[src/hdl/hcb_pkg.sv]
`default_nettype none
package hcb_pkg;

    localparam int CODE_W  = 25;
    localparam int LEN_W   = 5;
    localparam int WGT_W   = 7;
    localparam int LTR_W   = 5;

    // commands from controller to datapath
    typedef struct packed {
        logic load;
        logic init_start;
        logic init_step;
        logic scan_start;
        logic scan_step;
        logic take_a;
        logic take_b;
        logic merge0;
        logic merge1;
        logic cp_start;
        logic cp_a;
        logic cp_b;
        logic cp_c;
        logic em_start;
        logic em_a;
        logic em_b;
        logic em_c;
        logic finish;
    } cmd_t;

    // status from datapath to controller
    typedef struct packed {
        logic line_nonempty;
        logic init_last;
        logic scan_last;
        logic more_merge;
        logic cp_last;
        logic em_last;
        logic out_taken;
    } stat_t;

endpackage
`default_nettype wire

[src/hdl/hcb_ctrl.sv]
`default_nettype none
module hcb_ctrl
    import hcb_pkg::*;
(
    input  wire logic  clk,
    input  wire logic  rst_n,
    input  wire logic  letter_valid,
    input  wire logic  last,
    input  wire stat_t stat,
    output cmd_t       cmd
);

    typedef enum logic [14:0] {
        S_LOAD  = 15'b000000000000001,
        S_INIT  = 15'b000000000000010,
        S_CHK   = 15'b000000000000100,
        S_SCAN1 = 15'b000000000001000,
        S_TAKE1 = 15'b000000000010000,
        S_SCAN2 = 15'b000000000100000,
        S_TAKE2 = 15'b000000001000000,
        S_MRG0  = 15'b000000010000000,
        S_MRG1  = 15'b000000100000000,
        S_CPS   = 15'b000001000000000,
        S_CPA   = 15'b000010000000000,
        S_CPB   = 15'b000100000000000,
        S_CPC   = 15'b001000000000000,
        S_EMA   = 15'b010000000000000,
        S_EMW   = 15'b100000000000000
    } state_t;

    state_t state_reg, state_next;
    logic   em_ph_reg, em_ph_next;  // emission sub-phase: 0 line read, 1 code read
    logic   em_c_reg, em_c_next;    // output load cycle

    // state register
    always_ff @(posedge clk or negedge rst_n)
    begin
        if (!rst_n)
        begin
            state_reg <= S_LOAD;
            em_ph_reg <= 1'b0;
            em_c_reg  <= 1'b0;
        end
        else
        begin
            state_reg <= state_next;
            em_ph_reg <= em_ph_next;
            em_c_reg  <= em_c_next;
        end
    end

    // next state and commands
    always_comb
    begin
        state_next = state_reg;
        em_ph_next = em_ph_reg;
        em_c_next  = em_c_reg;
        cmd        = '0;
        case (state_reg)
            S_LOAD:
            begin
                cmd.load = 1'b1;
                if (letter_valid && last && stat.line_nonempty)
                begin
                    cmd.init_start = 1'b1;
                    state_next     = S_INIT;
                end
            end
            S_INIT:
            begin
                cmd.init_step = 1'b1;
                if (stat.init_last)
                    state_next = S_CHK;
            end
            S_CHK:
            begin
                if (stat.more_merge)
                begin
                    cmd.scan_start = 1'b1;
                    state_next     = S_SCAN1;
                end
                else
                    state_next = S_CPS;
            end
            S_SCAN1:
            begin
                cmd.scan_step = 1'b1;
                if (stat.scan_last)
                    state_next = S_TAKE1;
            end
            S_TAKE1:
            begin
                cmd.take_a     = 1'b1;
                cmd.scan_start = 1'b1;
                state_next     = S_SCAN2;
            end
            S_SCAN2:
            begin
                cmd.scan_step = 1'b1;
                if (stat.scan_last)
                    state_next = S_TAKE2;
            end
            S_TAKE2:
            begin
                cmd.take_b = 1'b1;
                state_next = S_MRG0;
            end
            S_MRG0:
            begin
                cmd.merge0 = 1'b1;
                state_next = S_MRG1;
            end
            S_MRG1:
            begin
                cmd.merge1 = 1'b1;
                state_next = S_CHK;
            end
            S_CPS:
            begin
                cmd.cp_start = 1'b1;
                state_next   = S_CPA;
            end
            S_CPA:
            begin
                cmd.cp_a   = 1'b1;
                state_next = S_CPB;
            end
            S_CPB:
            begin
                cmd.cp_b   = 1'b1;
                state_next = S_CPC;
            end
            S_CPC:
            begin
                cmd.cp_c = 1'b1;
                if (stat.cp_last)
                begin
                    cmd.em_start = 1'b1;
                    em_ph_next   = 1'b0;
                    state_next   = S_EMA;
                end
                else
                    state_next = S_CPA;
            end
            S_EMA:
            begin
                // line read, then code read, then output load
                if (em_c_reg)
                begin
                    cmd.em_c   = 1'b1;
                    em_c_next  = 1'b0;
                    state_next = S_EMW;
                end
                else if (!em_ph_reg)
                begin
                    cmd.em_a   = 1'b1;
                    em_ph_next = 1'b1;
                end
                else
                begin
                    cmd.em_b   = 1'b1;
                    em_ph_next = 1'b0;
                    em_c_next  = 1'b1;
                end
            end
            S_EMW:
            begin
                if (stat.out_taken)
                begin
                    if (stat.em_last)
                    begin
                        cmd.finish = 1'b1;
                        state_next = S_LOAD;
                    end
                    else
                        state_next = S_EMA;
                end
            end
            default:
            begin
                state_next = S_LOAD;
            end
        endcase
    end

endmodule
`default_nettype wire

[src/hdl/hcb_datapath.sv]
`default_nettype none
module hcb_datapath
    import hcb_pkg::*;
#(
    parameter int LINE_MAX = 64,
    parameter int ALPHABET = 26
)
(
    input  wire logic               clk,
    input  wire logic               rst_n,
    input  wire cmd_t               cmd,
    output stat_t                   stat,
    input  wire logic               letter_valid,
    input  wire logic [LTR_W-1:0]   letter,
    output logic                    code_valid,
    input  wire logic               code_stall,
    output logic [LTR_W-1:0]        out_letter,
    output logic [CODE_W-1:0]       code_bits,
    output logic [LEN_W-1:0]        code_length,
    output logic                    end_of_line
);

    localparam int NODES = 2 * ALPHABET - 1;
    localparam int NI    = $clog2(NODES);
    localparam int NW    = $clog2(NODES + 1);
    localparam int LB    = $clog2(ALPHABET);
    localparam int LA    = (LINE_MAX > 1) ? $clog2(LINE_MAX) : 1;
    localparam int LCW   = $clog2(LINE_MAX + 1);
    localparam int CE_W  = LEN_W + CODE_W;

    // memories
    logic [LTR_W-1:0] line_mem [LINE_MAX];
    logic [WGT_W-1:0] wgt_mem  [NODES];
    logic [NI:0]      par_mem  [NODES];   // parent index and branch bit
    logic [CE_W-1:0]  code_mem [NODES];   // length and code bits

    // flop arrays cleared at once
    logic [WGT_W-1:0] cnt_reg [ALPHABET];
    logic [NODES-1:0] active_reg;
    logic [NODES-1:0] haspar_reg;

    logic [LCW-1:0]   line_cnt_reg;
    logic [LCW-1:0]   pos_reg;
    logic [NW-1:0]    idx_reg;
    logic [NW-1:0]    idx_d_reg;
    logic             pv_reg;
    logic [NW-1:0]    next_reg;
    logic [NW-1:0]    nact_reg;
    logic             best_v_reg;
    logic [WGT_W-1:0] best_w_reg;
    logic [NI-1:0]    best_i_reg;
    logic [NI-1:0]    a_reg, b_reg;
    logic [WGT_W-1:0] wa_reg, wb_reg;
    logic [WGT_W-1:0] w_rd_reg;
    logic [NI:0]      p_rd_reg;
    logic             hp_reg;
    logic [CE_W-1:0]  c_rd_reg;
    logic [LTR_W-1:0] l_rd_reg;
    logic             ovalid_reg;

    logic             ltr_ok;
    logic             store_ok;
    logic             in_fire;
    logic [WGT_W-1:0] init_cnt;
    logic [LEN_W-1:0] new_len;
    logic [CODE_W-1:0] new_bits;

    assign ltr_ok   = (letter < LTR_W'(ALPHABET));
    assign store_ok = ltr_ok && (line_cnt_reg < LCW'(LINE_MAX));
    assign in_fire  = cmd.load && letter_valid;
    assign init_cnt = cnt_reg[idx_reg[LB-1:0]];

    // status
    assign stat.line_nonempty = (line_cnt_reg != '0) || store_ok;
    assign stat.init_last     = (idx_reg == NW'(ALPHABET - 1));
    assign stat.scan_last     = (idx_reg == next_reg);
    assign stat.more_merge    = (nact_reg > NW'(1));
    assign stat.cp_last       = (idx_reg == '0);
    assign stat.em_last       = end_of_line;
    assign stat.out_taken     = ovalid_reg && !code_stall;

    // child code from parent code
    assign new_len  = c_rd_reg[CE_W-1:CODE_W] + LEN_W'(1);
    assign new_bits = {c_rd_reg[CODE_W-2:0], p_rd_reg[0]};

    // line store
    always_ff @(posedge clk)
    begin
        if (in_fire && store_ok)
            line_mem[line_cnt_reg[LA-1:0]] <= letter;
        if (cmd.em_a)
            l_rd_reg <= line_mem[pos_reg[LA-1:0]];
    end

    // weight memory
    always_ff @(posedge clk)
    begin
        if (cmd.init_step && init_cnt != '0)
            wgt_mem[idx_reg[NI-1:0]] <= init_cnt;
        else if (cmd.merge0)
            wgt_mem[next_reg[NI-1:0]] <= wa_reg + wb_reg;
        if (cmd.scan_step)
            w_rd_reg <= wgt_mem[idx_reg[NI-1:0]];
    end

    // parent memory
    always_ff @(posedge clk)
    begin
        if (cmd.merge0)
            par_mem[a_reg] <= {next_reg[NI-1:0], 1'b0};
        else if (cmd.merge1)
            par_mem[b_reg] <= {next_reg[NI-1:0], 1'b1};
        if (cmd.cp_a)
        begin
            p_rd_reg <= par_mem[idx_reg[NI-1:0]];
            hp_reg   <= haspar_reg[idx_reg[NI-1:0]];
        end
    end

    // code memory
    always_ff @(posedge clk)
    begin
        if (cmd.cp_c)
            code_mem[idx_reg[NI-1:0]] <= hp_reg ? {new_len, new_bits} : '0;
        if (cmd.cp_b)
            c_rd_reg <= code_mem[p_rd_reg[NI:1]];
        else if (cmd.em_b)
            c_rd_reg <= code_mem[NI'(l_rd_reg)];
    end

    // letter counts and line length
    always_ff @(posedge clk or negedge rst_n)
    begin
        if (!rst_n)
        begin
            for (int i = 0; i < ALPHABET; i++)
                cnt_reg[i] <= '0;
            line_cnt_reg <= '0;
        end
        else if (cmd.finish)
        begin
            for (int i = 0; i < ALPHABET; i++)
                cnt_reg[i] <= '0;
            line_cnt_reg <= '0;
        end
        else if (in_fire && store_ok)
        begin
            cnt_reg[letter[LB-1:0]] <= cnt_reg[letter[LB-1:0]] + WGT_W'(1);
            line_cnt_reg <= line_cnt_reg + LCW'(1);
        end
    end

    // tree build control state
    always_ff @(posedge clk or negedge rst_n)
    begin
        if (!rst_n)
        begin
            idx_reg    <= '0;
            idx_d_reg  <= '0;
            pv_reg     <= 1'b0;
            next_reg   <= '0;
            nact_reg   <= '0;
            best_v_reg <= 1'b0;
            active_reg <= '0;
            haspar_reg <= '0;
        end
        else
        begin
            if (cmd.init_start)
            begin
                idx_reg    <= '0;
                active_reg <= '0;
                haspar_reg <= '0;
                next_reg   <= NW'(ALPHABET);
                nact_reg   <= '0;
            end
            if (cmd.init_step)
            begin
                if (init_cnt != '0)
                begin
                    active_reg[idx_reg[NI-1:0]] <= 1'b1;
                    nact_reg <= nact_reg + NW'(1);
                end
                idx_reg <= idx_reg + NW'(1);
            end
            if (cmd.scan_start)
            begin
                idx_reg    <= '0;
                pv_reg     <= 1'b0;
                best_v_reg <= 1'b0;
            end
            // serial minimum search, ties go to the lower index
            if (cmd.scan_step)
            begin
                idx_reg   <= idx_reg + NW'(1);
                idx_d_reg <= idx_reg;
                pv_reg    <= (idx_reg < next_reg);
                if (pv_reg && active_reg[idx_d_reg[NI-1:0]] &&
                    (!best_v_reg || w_rd_reg < best_w_reg))
                begin
                    best_v_reg <= 1'b1;
                    best_w_reg <= w_rd_reg;
                    best_i_reg <= idx_d_reg[NI-1:0];
                end
            end
            if (cmd.take_a)
            begin
                a_reg  <= best_i_reg;
                wa_reg <= best_w_reg;
                active_reg[best_i_reg] <= 1'b0;
            end
            if (cmd.take_b)
            begin
                b_reg  <= best_i_reg;
                wb_reg <= best_w_reg;
                active_reg[best_i_reg] <= 1'b0;
            end
            if (cmd.merge0)
            begin
                haspar_reg[a_reg] <= 1'b1;
                active_reg[next_reg[NI-1:0]] <= 1'b1;
            end
            if (cmd.merge1)
            begin
                haspar_reg[b_reg] <= 1'b1;
                next_reg <= next_reg + NW'(1);
                nact_reg <= nact_reg - NW'(1);
            end
            // code pass walks nodes downward, parents first
            if (cmd.cp_start)
                idx_reg <= next_reg - NW'(1);
            if (cmd.cp_c)
                idx_reg <= idx_reg - NW'(1);
        end
    end

    // output word register
    always_ff @(posedge clk or negedge rst_n)
    begin
        if (!rst_n)
        begin
            ovalid_reg <= 1'b0;
            pos_reg    <= '0;
        end
        else
        begin
            if (cmd.em_start)
                pos_reg <= '0;
            if (cmd.em_c)
                ovalid_reg <= 1'b1;
            else if (ovalid_reg && !code_stall)
            begin
                ovalid_reg <= 1'b0;
                pos_reg    <= pos_reg + LCW'(1);
            end
        end
    end

    // output payload
    always_ff @(posedge clk)
    begin
        if (cmd.em_c)
        begin
            out_letter  <= l_rd_reg;
            code_bits   <= c_rd_reg[CODE_W-1:0];
            code_length <= c_rd_reg[CE_W-1:CODE_W];
            end_of_line <= (pos_reg == line_cnt_reg - LCW'(1));
        end
    end

    assign code_valid = ovalid_reg;

endmodule
`default_nettype wire

[src/hdl/huffman_code_builder.sv]
// huffman_code_builder: builds a Huffman code for one line of lowercase letters.
// Letter channel (letter_valid/letter_stall, fields letter, last): one word per
// cycle while loading; letters 26 and up are ignored, lines over LINE_MAX
// letters saturate. The word marked last closes the line; an empty line gives
// nothing. After a non-empty line the letter channel stalls while the tree is
// built: a setup pass over the letter counts, then per merge a check, two serial
// minimum scans over the nodes so far (serial because of the single weight
// memory read port) and take and merge steps, then a final check, a start step
// and a code pass that, per node, reads the parent and the parent's code.
// Code channel (code_valid/code_stall, fields out_letter, code_bits,
// code_length, end_of_line): one word per stored letter, in line order. Each
// word goes through line read, code read and output load and is then offered
// until the receiver takes it; the next word starts only after that. A stalled
// word holds steady. end_of_line marks the final word, after which loading
// resumes. Reset (rst_n, async, low) empties the line and counts.
`default_nettype none
module huffman_code_builder
    import hcb_pkg::*;
#(
    parameter int LINE_MAX = 64,
    parameter int ALPHABET = 26
)
(
    input  wire logic              clk,
    input  wire logic              rst_n,
    input  wire logic              letter_valid,
    output logic                   letter_stall,
    input  wire logic [LTR_W-1:0]  letter,
    input  wire logic              last,
    output logic                   code_valid,
    input  wire logic              code_stall,
    output logic [LTR_W-1:0]       out_letter,
    output logic [CODE_W-1:0]      code_bits,
    output logic [LEN_W-1:0]       code_length,
    output logic                   end_of_line
);

    cmd_t  cmd;
    stat_t stat;

    assign letter_stall = !cmd.load;

    // sequencer
    hcb_ctrl u_ctrl (
        .clk          (clk),
        .rst_n        (rst_n),
        .letter_valid (letter_valid),
        .last         (last),
        .stat         (stat),
        .cmd          (cmd)
    );

    // storage and arithmetic
    hcb_datapath #(
        .LINE_MAX (LINE_MAX),
        .ALPHABET (ALPHABET)
    ) u_dp (
        .clk          (clk),
        .rst_n        (rst_n),
        .cmd          (cmd),
        .stat         (stat),
        .letter_valid (letter_valid),
        .letter       (letter),
        .code_valid   (code_valid),
        .code_stall   (code_stall),
        .out_letter   (out_letter),
        .code_bits    (code_bits),
        .code_length  (code_length),
        .end_of_line  (end_of_line)
    );

endmodule
`default_nettype wire

[config.mk]
export PLATFORM = sky130hd
export DESIGN_NAME = huffman_code_builder
export DESIGN_NICKNAME = d
export VERILOG_FILES = /design/src/hdl/hcb_pkg.sv /design/src/hdl/hcb_ctrl.sv /design/src/hdl/hcb_datapath.sv /design/src/hdl/huffman_code_builder.sv
export SDC_FILE = /design/constraint.sdc
export NUM_CORES = 2
export LEC_CHECK = 0
export BUFFER_PORTS_ARGS = -buffer_cell sky130_fd_sc_hd__buf_2
export CAP_MARGIN = 20
export CORE_ASPECT_RATIO = 1.2
export CORE_MARGIN = 4
export CORE_UTILIZATION = 30
export CTS_BUF_LIST = sky130_fd_sc_hd__clkbuf_8
export DETAILED_ROUTE_END_ITERATION = 8
export GPL_ROUTABILITY_DRIVEN = 0
export RECOVER_POWER = 100
export REMOVE_ABC_BUFFERS = 1
export SLEW_MARGIN = 5
export SYNTH_ARGS = -nofsm -noshare
export SYNTH_HDL_FRONTEND = slang
export SYNTH_SLANG_ARGS = --single-unit
[constraint.sdc]
create_clock -name clk -period 7.4 [get_ports clk]
set_input_delay 0.37 -clock clk [delete_from_list [all_inputs] [get_ports clk]]
set_output_delay 0.37 -clock clk [all_outputs]
set_load 0.01 [all_outputs]
==> impl_metrics.tcl <==
set metrics [dict create \
    yosysTopAreaCell "edfxtp_1" \
    crit_fanout 28 \
    multi_input_area_mm2 0.0378 \
    insertion_delay_ps 1090 \
    dieArea_mm2 0.441 \
    drt-total-wl_um 372000 \
    critPathKind "reg -> reg" \
    setup_viol 0 \
    numPortBuffers 47 \
    h-tree-depth 5 \
    maxCapViolations 92 \
    grt_pass1_vias 75800 \
    drt-vias-per-instance 5.52 \
    dp_hpwl_um 224000 \
    hold_ws_ps 446 \
    fin_crit_sh 0.881 \
    grt_pass1_wl_um 540000 \
    hp-class "in -> reg" \
    die_h_um 727 \
    rsz0062_at_grt "no" \
    clkTransAtPathRegs_ps 60 \
    cts_root_buf "clkbuf_8" \
    num_io_pins 48 \
    p_leak_uw 0.0463 \
    die_x_um 607 \
    postSynthCellCount 7142 \
    cp_cell_sequence "or3_1, nor4b_1, nand3_1, or3b_1, buf_4, inv_1, clkbuf_1, and2_0, a21oi_1, nor3_1" \
    synth_top_area_share 0.625 \
    arrival_ps 7180 \
    cts_buffers 452 \
    cts_tree "yes" \
    synth_edf_count 2689 \
    drive_gt1_frac 0.231 \
    largest_reg_flops 1530 \
    dominantRegCellSynth "edfxtp_1" \
    row_count 263 \
    first_iter_violations 8872 \
    ant_nets 0 \
    fillers 40300 \
    cts.path.max_buffers 4 \
    hold_violations 0 \
    min_period_ps 6520 \
    slew_viol_final 3767 \
    yosysWarnings 0 \
    track_usage 0.164 \
    numClockSinks 3031 \
    worst_slew_pin_slew_ps 4010 \
    ys_ff_latch 3031 \
    postCtsSetupRepairBufs 0 \
    async_flop_share 0.113 \
    start_kind "flop" \
    fmax_mhz 153 \
    synth.distinct_cells 92 \
    maxSlewHeadroom -1.67 \
    wl_per_cell_um 27.7 \
    vias 74200 \
    stdcell_count 13400 \
    grt_overflow 0 \
    start_util 0.302 \
    drc 0 \
    violations "max-capacitance violations, max-slew violations" \
    ir_drop_uv 331 \
    layout.nets 7405 \
    cp-end-kind "flop" \
    finClkSkew_ps 109 \
    yosysSeqAreaShare 0.691 \
    seq_area_mm2 0.0893 \
    grt_antenna_before_repair 19 \
    area_growth_pct 12.1 \
    holdPathStages 5 \
    power_density_mw_per_mm2 263 \
    grt_max_degree 168 \
    netlist_area_mm2 0.129 \
    synth_area_leaders "edfxtp_1 63%, mux4_2 17%, dfrtp_1 6.6%" \
    cp_slowest_stage_delay_ps 1650 \
    core_mm2 0.428 \
    firstDrtPassIters 6 \
    outcome "finished, violations left" \
    reg2reg_depth 10 \
    syn_area_per_cell_um2 18.1 \
    cp.required_ps 8070 \
    crit_slowest_cell "clkbuf_1" \
    dpl.cell_count 12600 \
]
[final timing paths]
check	from	endpoint	slack [ps]
max in group asynchronous	rst_n	u_ctrl.state_reg[10]	2290
min	code_stall	u_ctrl.state_reg[14]	450
min reg2reg	u_dp.best_w_reg[5]	u_dp.wa_reg[5]	480
min in group asynchronous	rst_n	u_ctrl.state_reg[0]	1130
max	u_ctrl.state_reg[1]	u_dp.wgt_mem[2][4]	880
max reg2reg	u_ctrl.state_reg[1]	u_dp.wgt_mem[2][4]	880
[report_power, final]
| part | internal, µW | switching, µW | total, µW | leakage [µW] |
|---|---|---|---|---|
| registers | 19200 | 522 | 19700 | 0.0295 |
| clock network | 6610 | 6610 | 13200 | 0.00485 |
| logic | 1490 | 3590 | 5080 | 0.0120 |
| total | 27300 | 10700 | 38000 | 0.0463 |
[metrics by stage]
step	TNS (ps)	setup slack, ps	power (µW)	util	instance area, µm²
after floorplan	-1498910	-9390	22700	-	127000
after global placement	0	1700	25100	0.319	137000
after detailed placement	0	1650	25100	0.320	137000
after CTS	0	1570	38300	0.340	146000
after global routing	0	686	39400	0.338	145000
final	0	882	38000	0.338	145000
[layout by cell type (no fill, tap or decap), types with 12 or more instances in the layout]
cell / instances
a21o_1: 22
a21oi_1: 126
a221oi_1: 94
a22o_1: 61
a22oi_1: 222
a311oi_1: 12
a31oi_1: 25
a32oi_1: 56
and2_0: 30
and2_1: 25
buf_12: 16
buf_4: 78
bufinv_16: 18
clkbuf_1: 143
clkbuf_2: 20
clkbuf_8: 478
clkinv_1: 125
clkinv_2: 63
dfrtp_1: 333
edfxtp_1: 2689
ha_1: 32
inv_1: 156
mux2_2: 55
mux2i_1: 138
mux4_2: 961
nand2_1: 303
nand2b_1: 26
nand3_1: 246
nand3b_1: 12
nand4_1: 37
nor2_1: 337
nor2_4: 22
nor2b_1: 20
nor3_1: 72
nor3b_1: 14
o211ai_1: 12
o21ai_0: 393
xnor2_1: 20
xor2_1: 14
[per-layer routing]
layer / wire length, µm / GRT usage / up-vias
li1: - / - / 30100
met1: 142000 / 0.214 / 39100
met2: 183000 / 0.271 / 4095
met3: 31900 / 0.0297 / 901
met4: 15900 / 0.0657 / 4
met5: 30 / 0 / -
[worst max-delay path: cells and delay by family (launching register included)]
kind	cells	cell delay [ps]
compound gates	1	460
buf+inv	3	2090
flops	1	440
simple gates	6	3050
[logic make-up after synthesis]
| family | count (synthesis) | share of synthesized area |
|---|---|---|
| flip-flops | 3031 | 0.691 |
| AND/OR/NAND/NOR | 1223 | 0.0447 |
| multiplexers | 1158 | 0.183 |
| AO/OA/AOI/OAI | 1114 | 0.0574 |
| buffers and inverters | 548 | 0.0175 |
| XOR/XNOR | 35 | 0.00243 |
| adder cells (fa/ha/maj) | 33 | 0.00325 |
[synth_stat cells, drive strengths merged, types with 26 or more instances]
master and n:
edfxtp 2689, mux4 961, o21ai 398, nor2 362
clkbuf 355, dfrtp 341, nand2 305, nand3 249
a22oi 223, buf 155, mux2i 140, a21oi 128
a221oi 94, nor3 75, a22o 61, mux2 57
a32oi 56, and2 55, inv 37, nand4 37
ha 32, nand2b 26
[repair_timing]
| item | CTS | global route |
|---|---|---|
| hold buffers | 11 | 0 |
| hold endpoints to repair | 385 | 0 |
| endpoints found under the setup margin | 0 | 0 |
| resized for setup | 0 | 0 |
[area by class of cell]
class                      count  share of cell area
antenna                        7            0.000121
clock buffer                 478              0.0454
clock inverter               345              0.0136
inverter                      38            0.000985
multi-input combinational   3563               0.261
sequential                  3031               0.617
tap                         5697              0.0492
timing repair buffer         276              0.0122
(Power assumes the default switching activity.)
